$ cat config.mk
export PLATFORM = sky130hd
export DESIGN_NAME = line_occlusion_range_splitter
export DESIGN_NICKNAME = d
export VERILOG_FILES = /design/src/rtl/core/lors_pkg.sv /design/src/rtl/core/line_occlusion_range_splitter.sv /design/src/rtl/core/lors_ram.sv /design/src/rtl/core/lors_span.sv
export SDC_FILE = /design/constraint.sdc
export NUM_CORES = 2
export LEC_CHECK = 0
export ABC_AREA = 0
export BUFFER_PORTS_ARGS = -buffer_cell sky130_fd_sc_hd__buf_2
export CORE_MARGIN = 2
export CORE_UTILIZATION = 45
export CTS_CLUSTER_DIAMETER = 60
export DETAILED_ROUTE_END_ITERATION = 8
export GPL_TIMING_DRIVEN = 1
export PLACE_DENSITY = 0.6
export SETUP_SLACK_MARGIN = 0.15
export SLEW_MARGIN = 20
export SYNTH_ARGS = -nofsm -noshare
export SYNTH_HDL_FRONTEND = slang
export SYNTH_HIERARCHICAL = 1
export SYNTH_SLANG_ARGS = --single-unit
$ cat constraint.sdc
create_clock -name clk -period 9.1 [get_ports clk]
set_clock_uncertainty 0.15 [all_clocks]
set_input_delay 2.73 -clock clk [delete_from_list [all_inputs] [get_ports clk]]
set_output_delay 2.73 -clock clk [all_outputs]
set_load 0.005 [all_outputs]
$ cat src/rtl/core/lors_pkg.sv
// Shared types and codes for the line occlusion range splitter.
`timescale 1ns / 1ps

package lors_pkg;

  localparam int unsigned MaxWidth = 4096;

  typedef enum logic [1:0] {
    REQ_START = 2'd0,
    REQ_OCCLUDE = 2'd1,
    REQ_QUERY = 2'd2,
    REQ_DUMP = 2'd3
  } req_t;

  typedef enum logic [1:0] {
    CFG_WINDOW_WIDTH = 2'd0,
    CFG_WINDOW_HEIGHT = 2'd1,
    CFG_SCROLLBAR_LEFT = 2'd2
  } cfg_idx_t;

  typedef enum logic [3:0] {
    S_IDLE,
    S_ST1,
    S_ST2,
    S_G1,
    S_G2,
    S_ORD,
    S_OEV,
    S_SRD,
    S_SWR,
    S_W1,
    S_W0,
    S_QRD,
    S_QEV,
    S_DRD,
    S_DEV,
    S_EMIT
  } state_t;

  typedef struct packed {
    logic [7:0]         scrollbar_width;
    logic               scrollbar_reserved;
    logic               pane_visible;
    logic               pane_borderless;
    logic               pane_floating;
    logic [12:0]        pane_h;
    logic [12:0]        span_w;
    logic signed [13:0] y_pos;
    logic signed [13:0] x_pos;
  } item_t;

  // One stored range; start may reach 4096 only on a deleted range.
  typedef struct packed {
    logic [12:0] len;
    logic [12:0] x;
  } entry_t;

  // Covered column span of one occluding pane on the current row.
  typedef struct packed {
    logic        hit;
    logic [12:0] lb;
    logic [12:0] rb;
  } span_t;

endpackage

$ cat src/rtl/core/line_occlusion_range_splitter.sv
// Top level: visible column range store for one screen row.
`timescale 1ns / 1ps
//
// Input channel s_*: one transfer per request, kind in s_tuser (start row,
// occluding pane, query column, dump ranges). Output channel m_*: result
// transfers; a query gives one, a dump one per stored range (or a single
// empty one), m_tlast on the final result. Start and occluder give none.
// Configuration: cfg_we/cfg_index/cfg_wdata, written by the user only
// while the block idles; the block itself does not enforce it.
// Ranges live in a one-read/one-write RAM of MAX_RANGES entries with a
// registered read. A start clips its span, then writes it. The other
// requests step through the entries with a RAM read, then an evaluate,
// per entry: an occluder, once its span is ready, shifts later entries up
// and writes both halves on a split; a query stops at its hit.
// One request is worked at a time; s_tready is high only between requests.
// A finished result sits in the output register, so the next request is
// taken while it waits. A stalled receiver holds the walk of a dump at
// the next result. Reset (rst, synchronous) empties the store, clears the
// overflow flag and restores the window registers to 80 x 24; no
// clearing pass is needed.

module line_occlusion_range_splitter #(
  parameter int MAX_RANGES = 16
) (
  input  logic        clk,
  input  logic        rst,
  input  logic        s_tvalid,
  output logic        s_tready,
  // [13:0] x_pos, [27:14] y_pos, [40:28] span_w, [53:41] pane_h,
  // [54] pane_floating, [55] pane_borderless, [56] pane_visible,
  // [57] scrollbar_reserved, [65:58] scrollbar_width, rest zero
  input  logic [71:0] s_tdata,
  // [1:0] req_type
  input  logic [1:0]  s_tuser,
  output logic        m_tvalid,
  input  logic        m_tready,
  // [11:0] range_x, [24:12] range_len, [25] col_visible, [26] overflow
  output logic [31:0] m_tdata,
  // [0] range_valid
  output logic        m_tuser,
  output logic        m_tlast,
  input  logic        cfg_we,
  input  logic [1:0]  cfg_index,
  input  logic [12:0] cfg_wdata
);

  localparam int AW = $clog2(MAX_RANGES);
  localparam int CW = $clog2(MAX_RANGES) + 2;
  localparam logic [CW-1:0] MaxCnt = CW'(MAX_RANGES);

  // configuration
  logic [12:0] window_width, window_height;
  logic        sb_left;
  logic [12:0] ww;

  always_ff @(posedge clk) begin
    if (rst) begin
      window_width  <= 13'd80;
      window_height <= 13'd24;
      sb_left       <= 1'b0;
    end else if (cfg_we) begin
      case (cfg_index)
        lors_pkg::CFG_WINDOW_WIDTH:   window_width  <= cfg_wdata;
        lors_pkg::CFG_WINDOW_HEIGHT:  window_height <= cfg_wdata;
        lors_pkg::CFG_SCROLLBAR_LEFT: sb_left       <= cfg_wdata[0];
        default: ;
      endcase
    end
  end

  assign ww = (window_width > 13'(lors_pkg::MaxWidth)) ? 13'(lors_pkg::MaxWidth)
                                                         : window_width;

  // state
  lors_pkg::state_t state, state_next;
  lors_pkg::item_t  item;
  logic [CW-1:0]    count, idx, sidx;
  logic [12:0]      row;
  logic             ovf, vis;
  logic             accept, slot_free;

  // start row staging
  logic        st_empty;
  logic [12:0] st_x, st_w;

  // saved entry for a split
  logic [12:0] sp_x;
  logic [14:0] sp_ex;

  // RAM
  logic                  ram_we, ram_re;
  logic [AW-1:0]         ram_waddr, ram_raddr;
  lors_pkg::entry_t      ram_wdata, rd;
  lors_pkg::span_t       span;

  lors_ram #(
    .WIDTH ($bits(lors_pkg::entry_t)),
    .DEPTH (MAX_RANGES)
  ) u_ram (
    .clk   (clk),
    .we    (ram_we),
    .waddr (ram_waddr),
    .wdata (ram_wdata),
    .re    (ram_re),
    .raddr (ram_raddr),
    .rdata (rd)
  );

  lors_span u_span (
    .clk     (clk),
    .item    (item),
    .row     (row),
    .ww      (ww),
    .sb_left (sb_left),
    .span    (span)
  );

  assign s_tready  = (state == lors_pkg::S_IDLE);
  assign accept    = s_tvalid && s_tready;
  assign slot_free = !m_tvalid || m_tready;

  // entry evaluation against the pane span
  logic [14:0] sx, ex, lb, rb;
  logic        nz, c_trim_r, c_trim_l, c_split, c_del, full, q_hit, d_last;

  assign sx = {2'b00, rd.x};
  assign ex = sx + {2'b00, rd.len} - 15'd1;
  assign lb = {2'b00, span.lb};
  assign rb = {2'b00, span.rb};
  assign nz = (rd.len != 13'd0);
  assign c_trim_r = (lb > sx) && (lb <= ex) && (rb > ex);
  assign c_trim_l = !c_trim_r && (rb >= sx) && (rb <= ex) && (lb <= sx);
  assign c_split  = !c_trim_r && !c_trim_l && (lb > sx) && (rb <= ex);
  assign c_del    = (lb <= sx) && (rb > ex);
  assign full     = (count >= MaxCnt);
  assign q_hit    = nz && !item.x_pos[13] &&
                    ({2'b00, item.x_pos[12:0]} >= sx) &&
                    ({2'b00, item.x_pos[12:0]} < sx + {2'b00, rd.len});
  assign d_last   = (idx + CW'(1) == count);

  // start row clipping, first step
  logic [14:0] negx;
  logic        st_e1;
  assign negx  = 15'(-$signed({item.x_pos[13], item.x_pos}));
  assign st_e1 = item.y_pos[13] || (item.span_w == 13'd0) ||
                 (item.x_pos[13] && (negx >= {2'b00, item.span_w}));

  // clip the start span to the window in S_ST2
  logic        st_final_empty;
  logic [13:0] st_end;
  logic [12:0] st_len;
  assign st_end         = {1'b0, st_x} + {1'b0, st_w};
  assign st_final_empty = st_empty || (st_x >= ww);
  assign st_len         = (st_end > {1'b0, ww}) ? ww - st_x : st_w;

  // next state
  always_comb begin
    state_next = state;
    case (state)
      lors_pkg::S_IDLE: begin
        if (accept) begin
          case (lors_pkg::req_t'(s_tuser))
            lors_pkg::REQ_START:   state_next = lors_pkg::S_ST1;
            lors_pkg::REQ_OCCLUDE: state_next = lors_pkg::S_G1;
            lors_pkg::REQ_QUERY:   state_next = lors_pkg::S_QRD;
            default:               state_next = lors_pkg::S_DRD;
          endcase
        end
      end
      lors_pkg::S_ST1: state_next = lors_pkg::S_ST2;
      lors_pkg::S_ST2: state_next = lors_pkg::S_IDLE;
      lors_pkg::S_G1:  state_next = lors_pkg::S_G2;
      lors_pkg::S_G2:  state_next = lors_pkg::S_ORD;
      lors_pkg::S_ORD: begin
        if (!span.hit || idx >= count) state_next = lors_pkg::S_IDLE;
        else state_next = lors_pkg::S_OEV;
      end
      lors_pkg::S_OEV: begin
        if (nz && c_split && !full) state_next = lors_pkg::S_SRD;
        else state_next = lors_pkg::S_ORD;
      end
      lors_pkg::S_SRD: begin
        if (sidx > idx + CW'(1)) state_next = lors_pkg::S_SWR;
        else state_next = lors_pkg::S_W1;
      end
      lors_pkg::S_SWR: state_next = lors_pkg::S_SRD;
      lors_pkg::S_W1:  state_next = lors_pkg::S_W0;
      lors_pkg::S_W0:  state_next = lors_pkg::S_ORD;
      lors_pkg::S_QRD: begin
        if (item.x_pos[13] || idx >= count) state_next = lors_pkg::S_EMIT;
        else state_next = lors_pkg::S_QEV;
      end
      lors_pkg::S_QEV: begin
        if (q_hit) state_next = lors_pkg::S_EMIT;
        else state_next = lors_pkg::S_QRD;
      end
      lors_pkg::S_DRD: begin
        if (count == '0) state_next = lors_pkg::S_EMIT;
        else state_next = lors_pkg::S_DEV;
      end
      lors_pkg::S_DEV: begin
        if (slot_free) state_next = d_last ? lors_pkg::S_IDLE : lors_pkg::S_DRD;
      end
      lors_pkg::S_EMIT: begin
        if (slot_free) state_next = lors_pkg::S_IDLE;
      end
      default: state_next = lors_pkg::S_IDLE;
    endcase
  end

  // control outputs
  logic        out_load, out_valid, out_vis, out_last;
  logic [11:0] out_x;
  logic [12:0] out_len;

  always_comb begin
    ram_we    = 1'b0;
    ram_waddr = idx[AW-1:0];
    ram_wdata = rd;
    ram_re    = 1'b0;
    ram_raddr = idx[AW-1:0];
    out_load  = 1'b0;
    out_x     = '0;
    out_len   = '0;
    out_valid = 1'b0;
    out_vis   = 1'b0;
    out_last  = 1'b1;
    case (state)
      lors_pkg::S_ST2: begin
        ram_we    = 1'b1;
        ram_waddr = '0;
        ram_wdata = '{len: st_len, x: st_x};
      end
      lors_pkg::S_ORD, lors_pkg::S_QRD, lors_pkg::S_DRD: ram_re = 1'b1;
      lors_pkg::S_OEV: begin
        ram_we = nz && (c_trim_r || c_trim_l || c_del);
        if (c_trim_r)      ram_wdata = '{len: 13'(lb - sx), x: rd.x};
        else if (c_trim_l) ram_wdata = '{len: 13'(ex - rb), x: 13'(rb + 15'd1)};
        else               ram_wdata = '{len: 13'd0, x: rd.x};
      end
      lors_pkg::S_SRD: begin
        ram_re    = 1'b1;
        ram_raddr = AW'(sidx - CW'(1));
      end
      lors_pkg::S_SWR: begin
        ram_we    = 1'b1;
        ram_waddr = sidx[AW-1:0];
        ram_wdata = rd;
      end
      lors_pkg::S_W1: begin
        ram_we    = 1'b1;
        ram_waddr = AW'(idx + CW'(1));
        ram_wdata = '{len: 13'(sp_ex - rb), x: 13'(rb + 15'd1)};
      end
      lors_pkg::S_W0: begin
        ram_we    = 1'b1;
        ram_wdata = '{len: 13'(lb - {2'b00, sp_x}), x: sp_x};
      end
      lors_pkg::S_DEV: begin
        out_load  = slot_free;
        out_x     = rd.x[11:0];
        out_len   = rd.len;
        out_valid = 1'b1;
        out_last  = d_last;
      end
      lors_pkg::S_EMIT: begin
        out_load = slot_free;
        out_vis  = vis;
      end
      default: ;
    endcase
  end

  // registers
  always_ff @(posedge clk) begin
    if (rst) begin
      state    <= lors_pkg::S_IDLE;
      count    <= '0;
      row      <= '0;
      ovf      <= 1'b0;
      m_tvalid <= 1'b0;
    end else begin
      state <= state_next;
      if (state == lors_pkg::S_ST1) begin
        count <= '0;
        ovf   <= 1'b0;
        row   <= item.y_pos[12:0];
      end
      if (state == lors_pkg::S_ST2 && !st_final_empty) count <= CW'(1);
      if (state == lors_pkg::S_OEV && nz && c_split && full) ovf <= 1'b1;
      if (state == lors_pkg::S_W0) count <= count + CW'(1);
      if (out_load) m_tvalid <= 1'b1;
      else if (m_tready) m_tvalid <= 1'b0;
    end
  end

  always_ff @(posedge clk) begin
    if (accept) begin
      item <= lors_pkg::item_t'(s_tdata[$bits(lors_pkg::item_t)-1:0]);
      idx  <= '0;
      vis  <= 1'b0;
    end
    case (state)
      lors_pkg::S_ST1: begin
        st_empty <= st_e1 ||
                    ({1'b0, item.y_pos[12:0]} >= {1'b0, window_height});
        st_x     <= item.x_pos[13] ? 13'd0 : item.x_pos[12:0];
        st_w     <= item.x_pos[13] ? 13'(item.span_w + item.x_pos[12:0])
                                   : item.span_w;
      end
      lors_pkg::S_ST2: ;
      lors_pkg::S_OEV: begin
        if (nz && c_split && !full) begin
          sidx  <= count;
          sp_x  <= rd.x;
          sp_ex <= ex;
        end else begin
          idx <= idx + CW'(1);
        end
      end
      lors_pkg::S_SWR: sidx <= sidx - CW'(1);
      lors_pkg::S_W0:  idx  <= idx + CW'(2);
      lors_pkg::S_QEV: begin
        if (q_hit) vis <= 1'b1;
        else idx <= idx + CW'(1);
      end
      lors_pkg::S_DEV: if (slot_free) idx <= idx + CW'(1);
      default: ;
    endcase
    if (out_load) begin
      m_tdata <= {5'd0, ovf, out_vis, out_len, out_x};
      m_tuser <= out_valid;
      m_tlast <= out_last;
    end
  end

endmodule

$ cat src/rtl/core/lors_ram.sv
// Generic simple dual-port RAM with registered read.
`timescale 1ns / 1ps

module lors_ram #(
  parameter int WIDTH = 26,
  parameter int DEPTH = 16
) (
  input  logic                     clk,
  input  logic                     we,
  input  logic [$clog2(DEPTH)-1:0] waddr,
  input  logic [WIDTH-1:0]         wdata,
  input  logic                     re,
  input  logic [$clog2(DEPTH)-1:0] raddr,
  output logic [WIDTH-1:0]         rdata
);

  logic [WIDTH-1:0] mem [DEPTH];

  always_ff @(posedge clk) begin
    if (we) begin
      mem[waddr] <= wdata;
    end
    if (re) begin
      rdata <= mem[raddr];
    end
  end

endmodule

$ cat src/rtl/core/lors_span.sv
// Two-stage pipeline that works out an occluding pane's covered columns.
`timescale 1ns / 1ps

module lors_span (
  input  logic                 clk,
  input  lors_pkg::item_t      item,
  input  logic [12:0]          row,
  input  logic [12:0]          ww,
  input  logic                 sb_left,
  output lors_pkg::span_t      span
);

  // stage 1: raw edges
  logic signed [15:0] xoff, yoff, pw, ph, sbw;
  logic               nob, left;
  logic signed [15:0] tb_c, bb_c, lb_c, rb_c;
  logic signed [15:0] tb, bb, lb_raw, rb_raw;
  logic               nob_q, shown_q, flt_q;

  assign xoff = 16'(item.x_pos);
  assign yoff = 16'(item.y_pos);
  assign pw   = signed'({3'b000, item.span_w});
  assign ph   = signed'({3'b000, item.pane_h});
  assign sbw  = item.scrollbar_reserved ? signed'({8'd0, item.scrollbar_width}) : 16'sd0;
  assign nob  = item.pane_floating & item.pane_borderless;
  assign left = item.scrollbar_reserved & sb_left;

  always_comb begin
    if (nob) begin
      tb_c = yoff;
      bb_c = yoff + ph - 16'sd1;
      lb_c = xoff;
      rb_c = xoff + pw - 16'sd1;
    end else begin
      tb_c = (yoff > 16'sd0) ? yoff - 16'sd1 : 16'sd0;
      bb_c = yoff + ph;
      if (left) begin
        lb_c = (xoff > sbw) ? xoff - 16'sd1 - sbw : 16'sd0;
        rb_c = xoff + pw;
      end else begin
        lb_c = (xoff > 16'sd0) ? xoff - 16'sd1 : 16'sd0;
        rb_c = xoff + pw + sbw;
      end
    end
  end

  always_ff @(posedge clk) begin
    tb      <= tb_c;
    bb      <= bb_c;
    lb_raw  <= lb_c;
    rb_raw  <= rb_c;
    nob_q   <= nob;
    shown_q <= item.pane_visible;
    flt_q   <= item.pane_floating;
  end

  // stage 2: row test and clipping
  logic signed [15:0] py, wws, lb_cl, rb_cl;
  logic               row_miss;

  assign py  = signed'({3'b000, row});
  assign wws = signed'({3'b000, ww});

  always_comb begin
    row_miss = !shown_q || (py < tb) || (py > bb) ||
               (!flt_q && ((py == tb) || (py == bb)));
    lb_cl = (lb_raw < 16'sd0) ? 16'sd0 : lb_raw;
    if ((nob_q && rb_raw >= wws) || (!nob_q && rb_raw > wws)) begin
      rb_cl = wws - 16'sd1;
    end else begin
      rb_cl = rb_raw;
    end
  end

  always_ff @(posedge clk) begin
    span.hit <= !row_miss && (rb_raw >= 16'sd0) && (lb_cl <= rb_cl);
    span.lb  <= lb_cl[12:0];
    span.rb  <= rb_cl[12:0];
  end

endmodule

==> flow_summary.toml <==
[setup_path]
cp.arrival_ns = 7.98
worst_r2r_path_depth = 20
end_kind = "flip-flop"
path_cells = "ha_1 -> fa_1 -> a211o_4 -> a21o_1 -> a311o_1 -> a2111oi_4 -> nand3_1 -> nand3b_1 -> xnor2_1 -> inv_1 -> ha_1 -> nand3_1 -> or3_1 -> nor3_1 -> or3_1 -> or2_1 -> o31ai_1 -> nand3_1 -> nor2_4 -> buf_4"
cp_max_fo = 19
crit_slowest_cell = "nor2_4"
crit_path_max_incr_delay_ns = 0.82
critPathKind = "flip-flop to flip-flop"
worstSetupStartpointType = "flip-flop"
cpMostUsedCell = "nand3_1"
cp_data_required_time_ns = 9.29

[synthesis]
ys_warn_count = 6
syn_inst = 3597
synth-seq-cells = 748
synth_ff_type = "edfxtp_1"
avgSynthCellArea_sq_um = 11.7
async_reset_ff_share_pct = 0
yosysSeqAreaShare_pct = 49.9
synth_area_sq_um = 42000
yosysUniqueCellTypes = 108
synth_edf_count = 597

[status]
status = "complete, no violations"

[routing]
finalWirelength_um = 116000
avgViaCountPerCell = 5.84
remaining_drc_errors = 0
wl_per_cell_um = 22.9
first_iter_violations = 2993
dr.pass1.iters = 5
routed-via-count = 29596
drtAntennaViolNets = 0

[place]
place_inst = 4900
place_congestion = 0.914
postPlaceCellArea_sq_um = 44100
post-place-ws_ns = 1.44
dp_hpwl_um = 82100
io_buffers = 118

[power]
power_density_nw_per_um2 = 352
finalPower_mw = 16.6
vdd_drop_max_v = 0.000265
p_leak_nw = 17.6

[sta]
fin_crit_ns = 7.80
max-slew-margin-rel_pct = 5.04
finalHoldWorstSlack_ns = 0.190
hold_viol = 0
timing.fmax_mhz = 128
slew_viol_final = 0
setup_ws_ns = 1.30
rsz0062_at_grt = "no"
setup_viol = 0
fin_crit_sh_pct = 85.7
finalSetupTns_ns = 0
tightestPinTransition_ns = 1.39

[global_routing]
grt_max_degree = 105
gr-total-overflow = 0
grt_usage_pct = 24.2
grt_pass1_vias = 28280
grt_pass1_wl_um = 174000
grt_antenna_before_repair = 0

[die]
core_area_sq_um = 92100
dieArea_sq_um = 95700
initial_core_util_pct = 45.6
die_x_um = 309
io_pins = 130
die_height_um = 309
rows = 111

[clock_network]
cts_buffers = 87
h-tree-depth = 3
cts_root_buf = "clkbuf_16"
cts_hold_buf = 0
cts_tree = "done"
cts.repair.resized = 0
worstSkewPairLatency_ns = 0.69
clockBufferDepth = 3
cts_setup_buffers = 0
cts_sinks = 748
path_clk_slew_ns = 0.06

[layout]
area_delta_synth_final_pct = 12.2
fillers = 8044
stdcell_count = 5064
fin_nets = 4184
drive_gt1_share_pct = 12.7
final_util_pct = 51.1
fin_area_sq_um = 47100

[min_path]
min_path_type = "flip-flop to flip-flop"
hold_path_depth = 0

[flow_run]
cap_violations = 0
cell families after synthesis:
logic type / after synthesis / synth area share (%)
and+or+nand+nor: 982 / 11.5
AOI/OAI and AO/OA: 825 / 13.2
other: 1 / 0.00894
xor gates and xnor gates: 197 / 4.13
muxes: 150 / 7.05
buffers and inverters: 350 / 3.64
DFF: 748 / 49.9
adders and majority gates: 344 / 10.5
critical path, delay by kind of cell, from the launching register on:
kind	cells	cell delay [ns]
AOI/OAI and AO/OA	5	1.91
xor gates and xnor gates	1	0.20
adders and majority gates	3	1.14
buffers and inverters	2	0.44
DFF	1	0.53
and+or+nand+nor	9	3.02
final timing paths:
| kind | start | endpoint | slack [ns] |
|---|---|---|---|
| setup / recovery | u_ram/rdata[0] | u_ram/mem[13][10] | 1.30 |
| hold / removal | item[56] | u_span/shown_q | 0.19 |
| setup reg to reg | u_ram/rdata[0] | u_ram/mem[13][10] | 1.30 |
| hold reg to reg | item[56] | u_span/shown_q | 0.19 |
cell usage in the layout (no fill, tap or decap), types with 17 or more instances in the layout:
cell,instances
o21ai_0,147
clkbuf_16,89
nand2_1,265
nor2b_1,77
xor2_1,57
o211ai_1,31
o22ai_1,19
o21a_1,50
buf_2,118
inv_1,226
xnor2_1,139
nand4_1,41
a211oi_1,39
dfxtp_1,151
buf_4,59
mux4_1,36
ha_1,330
o21bai_1,18
clkbuf_1,24
or3_1,22
mux2i_1,31
a22oi_1,57
nand3_1,70
mux4_2,68
nor3_1,80
a21oi_1,217
or2_2,17
and2_1,30
edfxtp_1,597
nor2_1,222
nand2b_1,36
a21o_1,48
nor4_1,23
power breakdown:
part	switching, mW	total [mW]	internal [mW]
clock	1.42	3.44	2.02
combinational	4.77	7.85	3.08
sequential	0.471	5.26	4.79
total	6.66	16.6	9.90
sequential cells by signal (all words and copies together) (netlist names), 15 cells and up:
register       cells
u_span/span       27
u_ram/mem        416
m_tdata           27
item              66
u_span/rb_raw     16
u_span/tb         15
u_ram/rdata       26
u_span/bb         16
u_span/lb_raw     16
cells in the mapped netlist (23+ instances only):
cell type / instances / area [sq um]
o22ai_1: 23 / 144
mux2i_1: 31 / 310
a21oi_1: 218 / 1090
a211oi_1: 39 / 293
edfxtp_1: 597 / 17900
nand2b_1: 36 / 225
ha_1: 330 / 4130
mux4_2: 68 / 1530
o21a_1: 50 / 375
dfxtp_1: 151 / 3020
nor2b_1: 79 / 494
xnor2_1: 139 / 1220
nor4_1: 23 / 144
a21o_1: 48 / 360
nand4_1: 41 / 257
inv_1: 227 / 852
xor2_1: 57 / 499
and2_1: 30 / 188
clkbuf_1: 72 / 270
o211ai_1: 31 / 233
nand2_1: 265 / 995
nor2_1: 237 / 890
nor3_1: 86 / 430
nand3_1: 70 / 350
a22oi_1: 57 / 428
mux4_1: 36 / 946
o21ai_0: 149 / 746
cell type report:
class	count	area [sq um]	share of cell area, %
Antenna cell	1	2.50	0.00532
Multi-Input combinational cell	2503	19800	42.0
Sequential cell	748	21000	44.5
Clock inverter	44	473	1.00
Inverter	228	856	1.82
Timing Repair Buffer	180	1090	2.32
Clock buffer	117	2370	5.04
Tap cell	1243	1560	3.30
layer usage:
| layer | share of wire [%] | vias to the layer above | GRT usage (%) |
|---|---|---|---|
| li1 | - | 13921 | - |
| met1 | 45 | 14534 | 34.1 |
| met2 | 46 | 966 | 38.7 |
| met3 | 6.0 | 175 | 3.38 |
| met4 | 3.0 | 0 | 7.82 |
| met5 | 0 | - | 0 |
Power figures use the tool's default switching activity.
